## config.mk

```make
export PLATFORM = sky130hd
export DESIGN_NAME = nsco_job_fifo
export DESIGN_NICKNAME = d
export VERILOG_FILES = /design/src/sv/nsco_pkg.sv /design/src/sv/nsco_job_fifo.sv
export SDC_FILE = /design/constraint.sdc
export NUM_CORES = 1
export LEC_CHECK = 0
export ABC_AREA = 1
export BUFFER_PORTS_ARGS = -buffer_cell sky130_fd_sc_hd__buf_2
export CORE_ASPECT_RATIO = 0.7
export CORE_MARGIN = 2
export CORE_UTILIZATION = 35
export DETAILED_ROUTE_END_ITERATION = 10
export PLACE_DENSITY_LB_ADDON = 0.08
export RECOVER_POWER = 25
export SLEW_MARGIN = 5
export SYNTH_ARGS = -nofsm -noshare
export SYNTH_HDL_FRONTEND = slang
export SYNTH_SLANG_ARGS = --single-unit
```

## constraint.sdc

```tcl
create_clock -name clk_i -period 3.9 [get_ports clk_i]
set_clock_uncertainty 0.2 [all_clocks]
set_input_delay 0.195 -clock clk_i [delete_from_list [all_inputs] [get_ports clk_i]]
set_output_delay 0.195 -clock clk_i [all_outputs]
set_load 0.005 [all_outputs]
```

## src/sv/nsco_pkg.sv

```systemverilog
// ---------------------------------------------------------------------------
// NNUE output layer package
// Field widths, register reset values, the types shared by the modules and the clipped ReLU clamp.
// ---------------------------------------------------------------------------
package nsco_pkg;

  localparam int ClipW    = 15;
  localparam int QuantW   = 10;
  localparam int ScaleW   = 16;
  localparam int DataW    = 16;
  localparam int SumW     = 64;
  localparam int EvalW    = 32;
  localparam int CfgIdxW  = 2;
  localparam int CfgDataW = 16;
  localparam int JobDepth = 4;

  // Largest divisor is clip times quant.
  localparam int DivisorW = ClipW + QuantW;

  localparam logic [ClipW-1:0]  ClipReset  = ClipW'(255);
  localparam logic [QuantW-1:0] QuantReset = QuantW'(64);
  localparam logic [ScaleW-1:0] ScaleReset = ScaleW'(400);

  typedef enum logic [CfgIdxW-1:0] {
    CFG_CLIP  = 2'd0,
    CFG_QUANT = 2'd1,
    CFG_SCALE = 2'd2
  } cfg_idx_e;

  typedef struct packed {
    logic [ClipW-1:0]  clip;
    logic [QuantW-1:0] quant;
    logic [ScaleW-1:0] scale;
  } cfg_t;

  // One finished vector handed from the accumulator to the output stage.
  typedef struct packed {
    logic [SumW-1:0]         sum;
    logic signed [DataW-1:0] bias;
    logic                    white;
  } job_t;

  // Clipped ReLU: clamp a signed accumulator value into 0..clip.
  function automatic logic [ClipW-1:0] clamp_act(logic signed [DataW-1:0] a,
                                                 logic [ClipW-1:0] clip);
    logic [ClipW-1:0] mag;
    mag = a[ClipW-1:0];
    if (a[DataW-1]) begin
      return '0;
    end else if (mag > clip) begin
      return clip;
    end
    return mag;
  endfunction

endpackage

```

## src/sv/nsco_job_fifo.sv

```systemverilog
// ---------------------------------------------------------------------------
// NNUE output layer job queue
// Short queue of finished vectors between the front end and the back end.
// ---------------------------------------------------------------------------
module nsco_job_fifo import nsco_pkg::*; #(
  parameter int DEPTH = JobDepth
) (
  input  logic                        clk_i,
  input  logic                        rst_ni,
  input  logic                        push_i,
  input  job_t                        job_i,
  input  logic                        pop_i,
  output logic                        valid_o,
  output job_t                        job_o,
  output logic [$clog2(DEPTH+1)-1:0]  free_o
);

  localparam int PtrW = $clog2(DEPTH);
  localparam int CntW = $clog2(DEPTH + 1);

  job_t            mem_q [DEPTH];
  logic [PtrW-1:0] wr_q, rd_q;
  logic [CntW-1:0] count_q;
  logic            do_push, do_pop;

  // The front end never pushes into a full queue.
  assign do_push = push_i;
  assign do_pop  = pop_i & valid_o;

  always_ff @(posedge clk_i or negedge rst_ni) begin
    if (!rst_ni) begin
      wr_q    <= '0;
      rd_q    <= '0;
      count_q <= '0;
    end else begin
      if (do_push) begin
        wr_q <= (wr_q == PtrW'(DEPTH - 1)) ? '0 : wr_q + 1'b1;
      end
      if (do_pop) begin
        rd_q <= (rd_q == PtrW'(DEPTH - 1)) ? '0 : rd_q + 1'b1;
      end
      if (do_push && !do_pop) begin
        count_q <= count_q + 1'b1;
      end else if (do_pop && !do_push) begin
        count_q <= count_q - 1'b1;
      end
    end
  end

  always_ff @(posedge clk_i) begin
    if (do_push) begin
      mem_q[wr_q] <= job_i;
    end
  end

  assign valid_o = (count_q != '0);
  assign job_o   = mem_q[rd_q];
  assign free_o  = CntW'(DEPTH) - count_q;

endmodule

```

### Word-level counts from Yosys, hierarchy flattened

Memory sizes are Yosys's and may differ from the RTL's.
Cells that the tools add are included.
W data, S select, Z words.

| storage, ports and cells | value |
|---|---|
| input bits | 85 |
| word-level logic and storage cells | 24 |
| flip-flop bits (word level) | 7 |
| memory bits (writable) | 324 |
| memories kept | 1 |

Memory list:

| name | depth | width | read ports | clocked after memory_dff | wr ports | line | source |
|---|---|---|---|---|---|---|---|
| mem_q | 4 | 81 | 1 | 0 | 1 | nsco_job_fifo.sv:21 | `job_t mem_q [DEPTH];` |

| cells by class | value |
|---|---|
| $add $sub $neg | 5 |
| reductions and logical operators | 6 |
| multiplexer cells | 6 |
| equal/unequal tests | 2 |
| bitwise logic cells | 1 |

Operators with widths:

| operator | number |
|---|---|
| $mux W3 | 2 |
| $add A2 B1 Y2 const B | 2 |
| $eq A2 B2 Y1 const B | 2 |
| $mux W2 | 2 |
| $add A3 B1 Y3 const B | 1 |
| $reduce_bool A3 Y1 | 1 |
| $sub A3 B1 Y3 const B | 1 |
| $sub A3 B3 Y3 const A | 1 |
| $logic_and A1 B1 Y1 | 2 |
| $logic_not A1 Y1 | 2 |
| $mux W1 | 2 |
| $reduce_bool A2 Y1 | 1 |
| $and A1 B1 Y1 | 1 |

### Logic depth before layout (Yosys ltp)

| depth | value |
|---|---|
| depth after elaboration | 5 |
| mapped depth | 13 |
| depth with buffers taken out | 13 |

### Worst setup path before layout

Ideal clock, no wire load.

| timing | value |
|---|---|
| path kind | register -> register |
| start point | register wr_q[0] |
| end point | memory mem_q[2][0] in the netlist's numbering (enable) |
| clock period less this slack | 2.863 ns |
| setup slack | 1.037 ns |
| library setup time | 0.435 ns |
| arrival time | 2.229 ns |
| path buffers | 0 |
| cell stages (with the launch flop) | 5 |
| path through | dfrtp_1 inv_1 ha_1 nand2_1 inv_1 |

RTL lines:

| item | line | source |
|---|---|---|
| from (decl) | nsco_job_fifo.sv:22 | `logic [PtrW-1:0] wr_q, rd_q;` |
| from (signal assigned) | nsco_job_fifo.sv:37 | `wr_q <= (wr_q == PtrW'(DEPTH - 1)) ? '0 : wr_q + 1'b1;` |
| to (decl) | nsco_job_fifo.sv:21 |  |

Straight into the memory's write port.

==> results_dict.tcl <==
set metrics [dict create \
    synth_warnings 0 \
    synth_edf_count 324 \
    antenna_left 0 \
    status "finished, final reports clean" \
    yosys_register_bits 331 \
    core_area_sq_mm 0.0373 \
    synth_top_area_cell "edfxtp_1" \
    clk_pin_slew_ns 0.06 \
    wl_um 28800 \
    cpMostUsedCell "nand2_1" \
    tightest_slew_ns 0.889 \
    drive_gt1_share_pct 14.4 \
    whs_ns 0.243 \
    yosysMostFrequentCell "edfxtp_1" \
    place_hpwl_um 16100 \
    grt_start_max_net_pins 147 \
    ys_types 17 \
    power.density_mw_per_mm2 703 \
    drtPass1Iterations 4 \
    grt_pass1_vias 7632 \
    max-slew-margin-rel_pct 40.7 \
    post-route-drc-count 0 \
    peakVddDrop_uv 381 \
    critPathTopFamily "buffers and inverters" \
    arrival_ns 2.46 \
    die_area_sq_mm 0.0395 \
    maxSlewViolCount 0 \
    grt_first_pass_wirelength_um 44600 \
    synth_ff_type "edfxtp_1" \
    fin_setup_tns_ns 0 \
    htree_levels 2 \
    clock.fmax_ghz 0.350 \
    synthTopCellsByArea "edfxtp_1, o211ai_1, nand2_1, inv_1, buf_2" \
    crit_type "reg -> out" \
    totalPowerFinal_mw 11.6 \
    drtIter0Drc 373 \
    grt_usage_pct 14.6 \
    synth_cells 1000 \
    hold_viol 0 \
    port_buffers 169 \
    viasPerCell 4.49 \
    critical_path.cell_chain "inv_8 -> buf_4 -> nand2_1 -> o211ai_1 -> nand2_1 -> buf_2" \
    synthToLayoutAreaGrowth_pct 24.1 \
    synth_seq_area_share_pct 74.6 \
    cts_root_buffer "clkbuf_16" \
    grt-ovfl-total 0 \
    setup_viol 0 \
    final_cells 1763 \
    period_needed_ns 2.85 \
    avgRoutedWirePerCell_um 16.3 \
    insertion_delay_ns 0.51 \
    cts_buffer_depth 3 \
    dieHeight_um 167 \
    cts_num_sinks 331 \
    via_count 7924 \
    io_pins 170 \
    cpPeakStageDelay_ns 0.54 \
    ctsResizeCount 0 \
    hold_class "in -> reg" \
    fin_crit_sh_pct 73.2 \
    power_leakage_nw 6.46 \
    fp.dieW_um 237 \
    num_rows 59 \
    mappedNetlistNets 1094 \
    max_cap_viol_count 0 \
    synth-async-reset-ratio_pct 2.11 \
    syn_area_per_cell_sq_um 13.3 \
    path_max_fanout 146 \
    start_util_pct 35.6 \
    antenna_found_initial 1 \
    end_kind "output port" \
    cts_tree "yes" \
    insertedDiodeCount 0 \
    cp-start-kind "flip-flop" \
    worstPathRequired_ns 3.50 \
    synth_top_area_share_pct 73.3 \
    grt_setup_unrepaired "false" \
    critPathSlowestCell "inv_8" \
    place_inst 1619 \
    worst-path-buf-inv 3 \
    place_congestion 0.696 \
    cts_made_buffers 35 \
    finalNetCount 1347 \
    ys_top_cells_by_count "edfxtp_1, nand2_1, inv_1" \
    syn-cell-area_sq_mm 0.0133 \
]
[routing by layer]
metal | GRT usage [%] | vias up | wire [um]
li1 | - | 4002 | -
met5 | 0 | - | 13
met4 | 3.88 | 2 | 538
met2 | 23.0 | 116 | 12900
met3 | 3.22 | 51 | 1180
met1 | 20.5 | 3753 | 14200
[state kept, by name, indices dropped and copies added, names as in the netlist]
| name | cells |
|---|---|
| mem_q | 324 |
| count_q | 3 |
| rd_q | 2 |
| wr_q | 2 |
[power by group]
group	leakage [nW]	switching (mW)	internal (mW)	total [mW]
Clock	0.532	1.33	1.92	3.24
Sequential	3.06	0.185	4.56	4.75
Combinational	2.87	2.28	1.31	3.59
Total	6.46	3.79	7.79	11.6
[cells by family (layout without fill, tap and decap cells)]
| group | count (synthesis) | count (layout) | share of synthesized area [%] |
|---|---|---|---|
| DFF | 331 | 331 | 74.6 |
| and+or+nand+nor | 261 | 261 | 7.41 |
| buffers and inverters | 231 | 506 | 7.68 |
| AOI/OAI and AO/OA | 167 | 167 | 9.35 |
| adders and majority gates | 9 | 9 | 0.905 |
| xor gates and xnor gates | 1 | 1 | 0.0660 |
[per-stage QoR]
step	utilization [%]	cell area (sq um)	worst slack (ns)
global route	44.2	16500	0.850
detailed placement	39.2	14600	1.41
finish	44.2	16500	1.05
global placement	39.2	14600	1.44
CTS	44.4	16500	1.02
floorplan	-	13300	1.04
[layout make-up]
type	instances	area (sq um)
timing repair buffer	269	1830
inverter	178	684
clock buffer	45	956
tap	488	611
multi-input combinational	438	2350
clock inverter	14	135
fill	3466	20800
sequential	331	9910
[layout by cell type, fill, tap and decap left out, types with 8 or more instances in the layout]
master	instances
clkbuf_16	37
dlygate4sd3_1	85
edfxtp_1	324
inv_1	172
buf_4	8
buf_2	119
ha_1	8
o211ai_1	162
clkinv_1	8
clkbuf_1	58
nand2_1	255
[timing repair]
item,CTS,global route
endpoints found under the hold margin,336,0
hold buffers,85,0
buffers inserted,0,0
[path summary, 6_finish.rpt]
kind / start / end / slack, ns / cells after the start
setup reg to reg: wr_q[0] / mem_q[2][16] / 1.49 / 5
hold reg to reg: count_q[2] / count_q[2] / 0.28 / 2
min in group asynchronous: rst_ni / wr_q[0] / 0.46 / 3
max in group asynchronous: rst_ni / rd_q[1] / 2.75 / 3
hold / removal: job_i[41] / mem_q[3][41] / 0.24 / 2
setup / recovery: rd_q[0] / job_o[39] / 1.05 / 6
(Power assumes the default switching activity.)
