## src/sv/nsco_pkg.sv

```systemverilog
// ---------------------------------------------------------------------------
// NNUE output layer package
// Field widths, register reset values, the types shared by the modules and the clipped ReLU clamp.
// ---------------------------------------------------------------------------
package nsco_pkg;

  localparam int ClipW    = 15;
  localparam int QuantW   = 10;
  localparam int ScaleW   = 16;
  localparam int DataW    = 16;
  localparam int SumW     = 64;
  localparam int EvalW    = 32;
  localparam int CfgIdxW  = 2;
  localparam int CfgDataW = 16;
  localparam int JobDepth = 4;

  // Largest divisor is clip times quant.
  localparam int DivisorW = ClipW + QuantW;

  localparam logic [ClipW-1:0]  ClipReset  = ClipW'(255);
  localparam logic [QuantW-1:0] QuantReset = QuantW'(64);
  localparam logic [ScaleW-1:0] ScaleReset = ScaleW'(400);

  typedef enum logic [CfgIdxW-1:0] {
    CFG_CLIP  = 2'd0,
    CFG_QUANT = 2'd1,
    CFG_SCALE = 2'd2
  } cfg_idx_e;

  typedef struct packed {
    logic [ClipW-1:0]  clip;
    logic [QuantW-1:0] quant;
    logic [ScaleW-1:0] scale;
  } cfg_t;

  // One finished vector handed from the accumulator to the output stage.
  typedef struct packed {
    logic [SumW-1:0]         sum;
    logic signed [DataW-1:0] bias;
    logic                    white;
  } job_t;

  // Clipped ReLU: clamp a signed accumulator value into 0..clip.
  function automatic logic [ClipW-1:0] clamp_act(logic signed [DataW-1:0] a,
                                                 logic [ClipW-1:0] clip);
    logic [ClipW-1:0] mag;
    mag = a[ClipW-1:0];
    if (a[DataW-1]) begin
      return '0;
    end else if (mag > clip) begin
      return clip;
    end
    return mag;
  endfunction

endpackage

```

## src/sv/nsco_front.sv

```systemverilog
// ---------------------------------------------------------------------------
// NNUE output layer front end
// Accepts one hidden unit per cycle while full is low, squares and weights
// both halves, accumulates the 64-bit sum; hands finished vectors on as jobs.
// ---------------------------------------------------------------------------
module nsco_front import nsco_pkg::*; #(
  parameter int JOB_DEPTH = JobDepth
) (
  input  logic                            clk_i,
  input  logic                            rst_ni,
  input  cfg_t                            cfg_i,
  input  logic                            push,
  output logic                            full,
  input  logic signed [DataW-1:0]         acc_white_i,
  input  logic signed [DataW-1:0]         acc_black_i,
  input  logic signed [DataW-1:0]         weight_us_i,
  input  logic signed [DataW-1:0]         weight_them_i,
  input  logic signed [DataW-1:0]         output_bias_i,
  input  logic                            white_to_move_i,
  input  logic                            last_unit_i,
  input  logic [$clog2(JOB_DEPTH+1)-1:0]  job_free_i,
  output logic                            job_push_o,
  output job_t                            job_o
);

  localparam int CntW  = $clog2(JOB_DEPTH + 1);
  localparam int SqW   = 2 * ClipW;
  localparam int ProdW = SqW + 1 + DataW;

  logic accept;
  logic [CntW-1:0] pipe_lasts;

  // Control of the three stages ahead of the accumulator.
  logic v1_q, v2_q, v3_q;
  logic l1_q, l2_q, l3_q;

  // Payload of the stages.
  logic [ClipW-1:0]        us1_q, them1_q;
  logic signed [DataW-1:0] wu1_q, wt1_q, wu2_q, wt2_q;
  logic signed [DataW-1:0] bias1_q, bias2_q, bias3_q;
  logic                    white1_q, white2_q, white3_q;
  logic [SqW-1:0]          sq_us2_q, sq_them2_q;
  logic signed [ProdW-1:0] p_us3_q, p_them3_q;

  logic [SumW-1:0] sum_q, sum_d;

  // A last unit already in flight will claim a job slot; hold off until
  // every one of them is sure of its place.
  assign pipe_lasts = CntW'(v1_q & l1_q) + CntW'(v2_q & l2_q) + CntW'(v3_q & l3_q);
  assign full       = (pipe_lasts >= job_free_i);
  assign accept     = push & ~full;

  always_ff @(posedge clk_i or negedge rst_ni) begin
    if (!rst_ni) begin
      v1_q <= 1'b0;
      v2_q <= 1'b0;
      v3_q <= 1'b0;
      l1_q <= 1'b0;
      l2_q <= 1'b0;
      l3_q <= 1'b0;
    end else begin
      v1_q <= accept;
      v2_q <= v1_q;
      v3_q <= v2_q;
      l1_q <= accept & last_unit_i;
      l2_q <= l1_q;
      l3_q <= l2_q;
    end
  end

  always_ff @(posedge clk_i) begin
    // Stage 1: side selection and clamp.
    us1_q    <= clamp_act(white_to_move_i ? acc_white_i : acc_black_i, cfg_i.clip);
    them1_q  <= clamp_act(white_to_move_i ? acc_black_i : acc_white_i, cfg_i.clip);
    wu1_q    <= weight_us_i;
    wt1_q    <= weight_them_i;
    bias1_q  <= output_bias_i;
    white1_q <= white_to_move_i;
    // Stage 2: squares.
    sq_us2_q   <= SqW'(us1_q) * SqW'(us1_q);
    sq_them2_q <= SqW'(them1_q) * SqW'(them1_q);
    wu2_q      <= wu1_q;
    wt2_q      <= wt1_q;
    bias2_q    <= bias1_q;
    white2_q   <= white1_q;
    // Stage 3: weighting.
    p_us3_q   <= ProdW'($signed({1'b0, sq_us2_q})) * ProdW'(wu2_q);
    p_them3_q <= ProdW'($signed({1'b0, sq_them2_q})) * ProdW'(wt2_q);
    bias3_q   <= bias2_q;
    white3_q  <= white2_q;
  end

  assign sum_d = sum_q + SumW'(p_us3_q) + SumW'(p_them3_q);

  always_ff @(posedge clk_i or negedge rst_ni) begin
    if (!rst_ni) begin
      sum_q <= '0;
    end else if (v3_q) begin
      sum_q <= l3_q ? '0 : sum_d;
    end
  end

  assign job_push_o  = v3_q & l3_q;
  assign job_o.sum   = sum_d;
  assign job_o.bias  = bias3_q;
  assign job_o.white = white3_q;

endmodule

```

## config.mk

```make
export PLATFORM = sky130hd
export DESIGN_NAME = nsco_front
export DESIGN_NICKNAME = d
export VERILOG_FILES = /design/src/sv/nsco_pkg.sv /design/src/sv/nsco_front.sv
export SDC_FILE = /design/constraint.sdc
export NUM_CORES = 2
export LEC_CHECK = 0
export ABC_AREA = 1
export BUFFER_PORTS_ARGS = -buffer_cell sky130_fd_sc_hd__buf_2
export CAP_MARGIN = 20
export CORE_MARGIN = 1.5
export CORE_UTILIZATION = 55
export DETAILED_ROUTE_END_ITERATION = 16
export GPL_ROUTABILITY_DRIVEN = 1
export GPL_TIMING_DRIVEN = 0
export HOLD_SLACK_MARGIN = 0.06
export PLACE_DENSITY = 0.76
export REMOVE_ABC_BUFFERS = 1
export SETUP_SLACK_MARGIN = 0.02
export SKIP_CTS_REPAIR_TIMING = 1
export SYNTH_ARGS = -nofsm -noshare
export SYNTH_HDL_FRONTEND = slang
export SYNTH_SLANG_ARGS = --single-unit
```

## constraint.sdc

```tcl
create_clock -name clk_i -period 10.7 [get_ports clk_i]
set_clock_uncertainty 0.2 [all_clocks]
set_input_delay 0 -clock clk_i [delete_from_list [all_inputs] [get_ports clk_i]]
set_output_delay 0 -clock clk_i [all_outputs]
set_load 0.005 [all_outputs]
```

# == Yosys cells after proc, flatten, opt, wreduce, memory -nomap -nowiden ==
# Index checks and enable logic that the tools add are counted.
# Widths: inputs -> output; s select.
# word_totals
regBits,369
output_inout_bits,83
word_cells,54
# classes
addsub,4
multipliers,4
n_lt_le_gt_ge,3
n_mux,13
bitwise,7
# op_table
operator,n
$add 64x64->64,2
$mul 31x16->47,2
$mux 15,6
$mux 64,1
$mul 15x15->30,2
$mux 16,2
$gt 15x15->1,2
$and 1x1->1,6
$mux 1,4
$add 2x1->3,1
$ge 3x3->1,1
$add 1x1->2,1
$not 1->1,1

# == Longest topological paths before layout ==
# depth
ltp_word,7
ltp_mapped,28
ltp_nobuf,26

# == Least setup slack after synthesis ==
# OpenSTA, ideal clock, no wires.
# synth_path
path_kind,register -> register
startpoint,register wt2_q[4]
endpoint,register p_them3_q[43]
setup_ns,0.112
arrival_time_ns,5.370
required_ns,10.388
setup_slack_ns,5.018
path_stages_with_launch,24
n_path_buf,2
synth_period_minus_slack_ns,5.682
cell_sequence,dfxtp_1 clkbuf_1 buf_1 nand2_1 fa_1 inv_1 fa_1 inv_1 fa_1 inv_1 fa_1 fa_1 inv_1 fa_1 inv_1 ha_1 a21o_1 a21oi_1 a21boi_0 o21ai_0 nor2_1 nand2_1 nand2_1 nand2_1
# synth_between
elab_chain_cells,1
# synth_lines
element,line_no,source
"start, declared",nsco_front.sv:39,"logic signed [DataW-1:0] wu1_q, wt1_q, wu2_q, wt2_q;"
"start signal, assigned",nsco_front.sv:83,wt2_q <= wt1_q;
$mul 31x16->47,nsco_front.sv:88,"p_them3_q <= ProdW'($signed({1'b0, sq_them2_q})) * ProdW'(wt2_q);"
"end signal, assigned",nsco_front.sv:88,
"end, declared",nsco_front.sv:43,"logic signed [ProdW-1:0] p_us3_q, p_them3_q;"
# No other way between the ends.
# A chain may end at the register's enable or synchronous reset.

# == Worst setup path in the final report ==
# layout_path
startpoint,register wu2_q[8]
endpoint,register p_us3_q[41]
# layout_between
elab_chain_cells,1
# layout_lines
element,line_no,source
"start, declared",nsco_front.sv:39,
"start signal, assigned",nsco_front.sv:82,wu2_q <= wu1_q;
$mul 31x16->47,nsco_front.sv:87,"p_us3_q <= ProdW'($signed({1'b0, sq_us2_q})) * ProdW'(wu2_q);"
"end signal, assigned",nsco_front.sv:87,
"end, declared",nsco_front.sv:43,
# No other way between the ends.

==> results.toml <==
[status]
outcome = "completed"

[yosys]
ys_ff_latch = 367
yosysWarnings = 0
ys_seq_area_frac = 0.1218
synth_area_um2 = 63200
syn_inst = 8350
synth_cell_type_count = 47
avgSynthCellArea_um2 = 7.568

[placed_design]
place_area_um2 = 66000
dp_hpwl_um = 140000
routabilityCongestion = 0.9903
portBuffers = 185

[setup_path]
cp-start-kind = "register"
cp_cell_sequence = "buf_16, nand2_1, fa_1, inv_1, fa_1, inv_1, fa_1, inv_1, fa_1, fa_1, inv_1, fa_1, inv_1, ha_1, nand2_1, nor2_1, inv_1, nor4_1, nand3_1, nand4_1, nand2_1"
cp_top_family = "adder cells"
crit_path_top_delay_cell = "dfxtp_1"
crit_type = "reg2reg"
worstPathMaxFanout = 17
path_buf_inv = 7
critPathArrivalTime_ps = 6980
critPathRequiredTime_ps = 10930
crit_path_max_incr_delay_ps = 870
worst_setup_path_end_kind = "register"

[global_route]
grt_pass1_vias = 54190
grt_pass1_wl_um = 274200
grt_max_degree = 66
grt.overflow.total = 0
antenna_found_initial = 1
grt_use_total = 0.2945

[floorplanning]
fp.dieW_um = 342.0
fp.dieH_um = 342.0
dieArea_um2 = 116900
pin_count = 212
initial_core_util = 0.5534
fp-row-count = 124
design.core.area_um2 = 114200

[timing]
finalSetupTns_ps = 0
drv_slew = 0
setup_violations = 0
hold_viol = 0
rsz0062_at_grt = "false"
timing.hold.ws_ps = 70.35
max_freq_mhz = 148.2
min_period_ps = 6750
maxSlewHeadroom = 0.2980
period_share = 0.6308
tightest_slew_ps = 1052

[finish]
nFillCells = 10140
layout_commonest_cell = "inv_1"
layout.nets = 10370
drive_gt1_frac = 0.04412
seqCellArea_um2 = 7700
multi_input_area_um2 = 45750
syn_to_final_growth_pct = 9.883
stdcell_area_um2 = 69440
final_cell_mix = "inv_1 (2,343), nand2_1 (2,256), fa_1 (1,103)"

[detailed_routing]
antenna_left = 0
wl_per_cell_um = 16.86
drc = 0
num_vias = 52150
drt_wl_total_um = 170300
drt_iter0_drc = 3562
firstDrtPassIters = 6
avgViaCountPerCell = 5.162

[clock_network]
cts.clk_slew.worst_paths_ps = 60
cts_sinks = 367
clock_latency_ps = 630
root_buffer = "clkbuf_16"
clk_path_buf_depth = 3
htree_levels = 2
cts_tree = "built"
numCtsBuffers = 45

[flow_run]
cap_viol_max_count = 0

[min_path]
hold_class = "in2reg"
routing by layer:
layer | track usage | share of wire | wire (um)
met4 | 0.1035 | 0.036 | 6157
met1 | 0.3775 | 0.40 | 68790
met3 | 0.04022 | 0.074 | 12600
met5 | 0 | 0 | 0
met2 | 0.5098 | 0.49 | 82780
cells in the mapped netlist, drive strengths merged:
cell type / number / share of area
nor3b: 2 / 0.00024
a211oi: 2 / 0.00024
a21boi: 9 / 0.0011
nand3b: 13 / 0.0015
a21oi: 241 / 0.019
dfrtp: 70 / 0.028
fa: 1103 / 0.35
xor2: 116 / 0.016
dfxtp: 297 / 0.094
nor3: 40 / 0.0036
conb: 2 / 0.00012
inv: 2350 / 0.14
o31ai: 15 / 0.0018
nand3: 221 / 0.018
o21a: 12 / 0.0014
and3: 4 / 0.00040
nor2: 382 / 0.023
ha: 580 / 0.11
o21bai: 25 / 0.0030
a22o: 9 / 0.0012
xnor2: 45 / 0.0062
or2: 21 / 0.0021
a31oi: 15 / 0.0015
nand2: 2272 / 0.14
and2: 36 / 0.0036
a21o: 18 / 0.0021
nand4: 34 / 0.0034
o211ai: 1 / 0.00020
o21ai: 144 / 0.012
clkbuf: 237 / 0.014
buf: 22 / 0.0014
nor4: 12 / 0.0014
kinds of logic (layout without fill, tap and decap cells):
logic type,Yosys count,in the layout,synth area share
AO/OA/AOI/OAI,491,491,0.04334
adder cells (fa/ha/maj),1683,1683,0.4642
flip-flops,367,367,0.1218
AND/OR/NAND/NOR,3037,3037,0.1930
other,2,15,0.0001188
XOR/XNOR,161,161,0.02243
buffers and inverters,2609,2838,0.1551
per-stage QoR:
stage,std cells,util,setup slack (ps)
floorplan,8103,-,5093
global placement,9800,0.5699,3712
detailed placement,9836,0.5780,4061
CTS,9919,0.5919,4018
global route,10100,0.6081,3706
finish,10100,0.6081,3950
tightest hold or removal path, stage by stage:
cell and delay (ps):
dlygate4sd3_1 520, buf_2 90, inv_1 80, o21ai_0 170
area by class of cell:
type | count | area share
inverter | 2350 | 0.1270
sequential | 367 | 0.1109
clock inverter | 25 | 0.004216
timing repair buffer | 405 | 0.05308
multi-input combinational | 5386 | 0.6588
clock buffer | 58 | 0.01870
tap | 1512 | 0.02724
antenna | 1 | 0.00003604
state kept, by name, indices dropped and copies added, names as in the netlist, 29 cells and up:
name and count:
sum_q 64, p_them3_q 47, sq_us2_q 29, p_us3_q 47
sq_them2_q 29
worst paths after layout:
check / slack [ps] / startpoint / end / cells past startpoint
worst max-delay path: 3950 / wu2_q[8]$_DFF_P_ / p_us3_q[41]$_DFF_P_ / 21
worst min-delay path: 70 / cfg_i[33] / them1_q[7]$_DFF_P_ / 4
worst max register to register: 3950 / wu2_q[8]$_DFF_P_ / p_us3_q[41]$_DFF_P_ / 21
worst min register to register: 120 / wu1_q[14]$_DFF_P_ / wu2_q[14]$_DFF_P_ / 0
max in group asynchronous: 9800 / rst_ni / sum_q[45]$_DFFE_PN0P_ / 4
min in group asynchronous: 240 / rst_ni / sum_q[9]$_DFFE_PN0P_ / 4
Power is left out: the tool's default activity adds up to more than one toggle a clock period on the data nets, which glitch-free logic cannot reach.
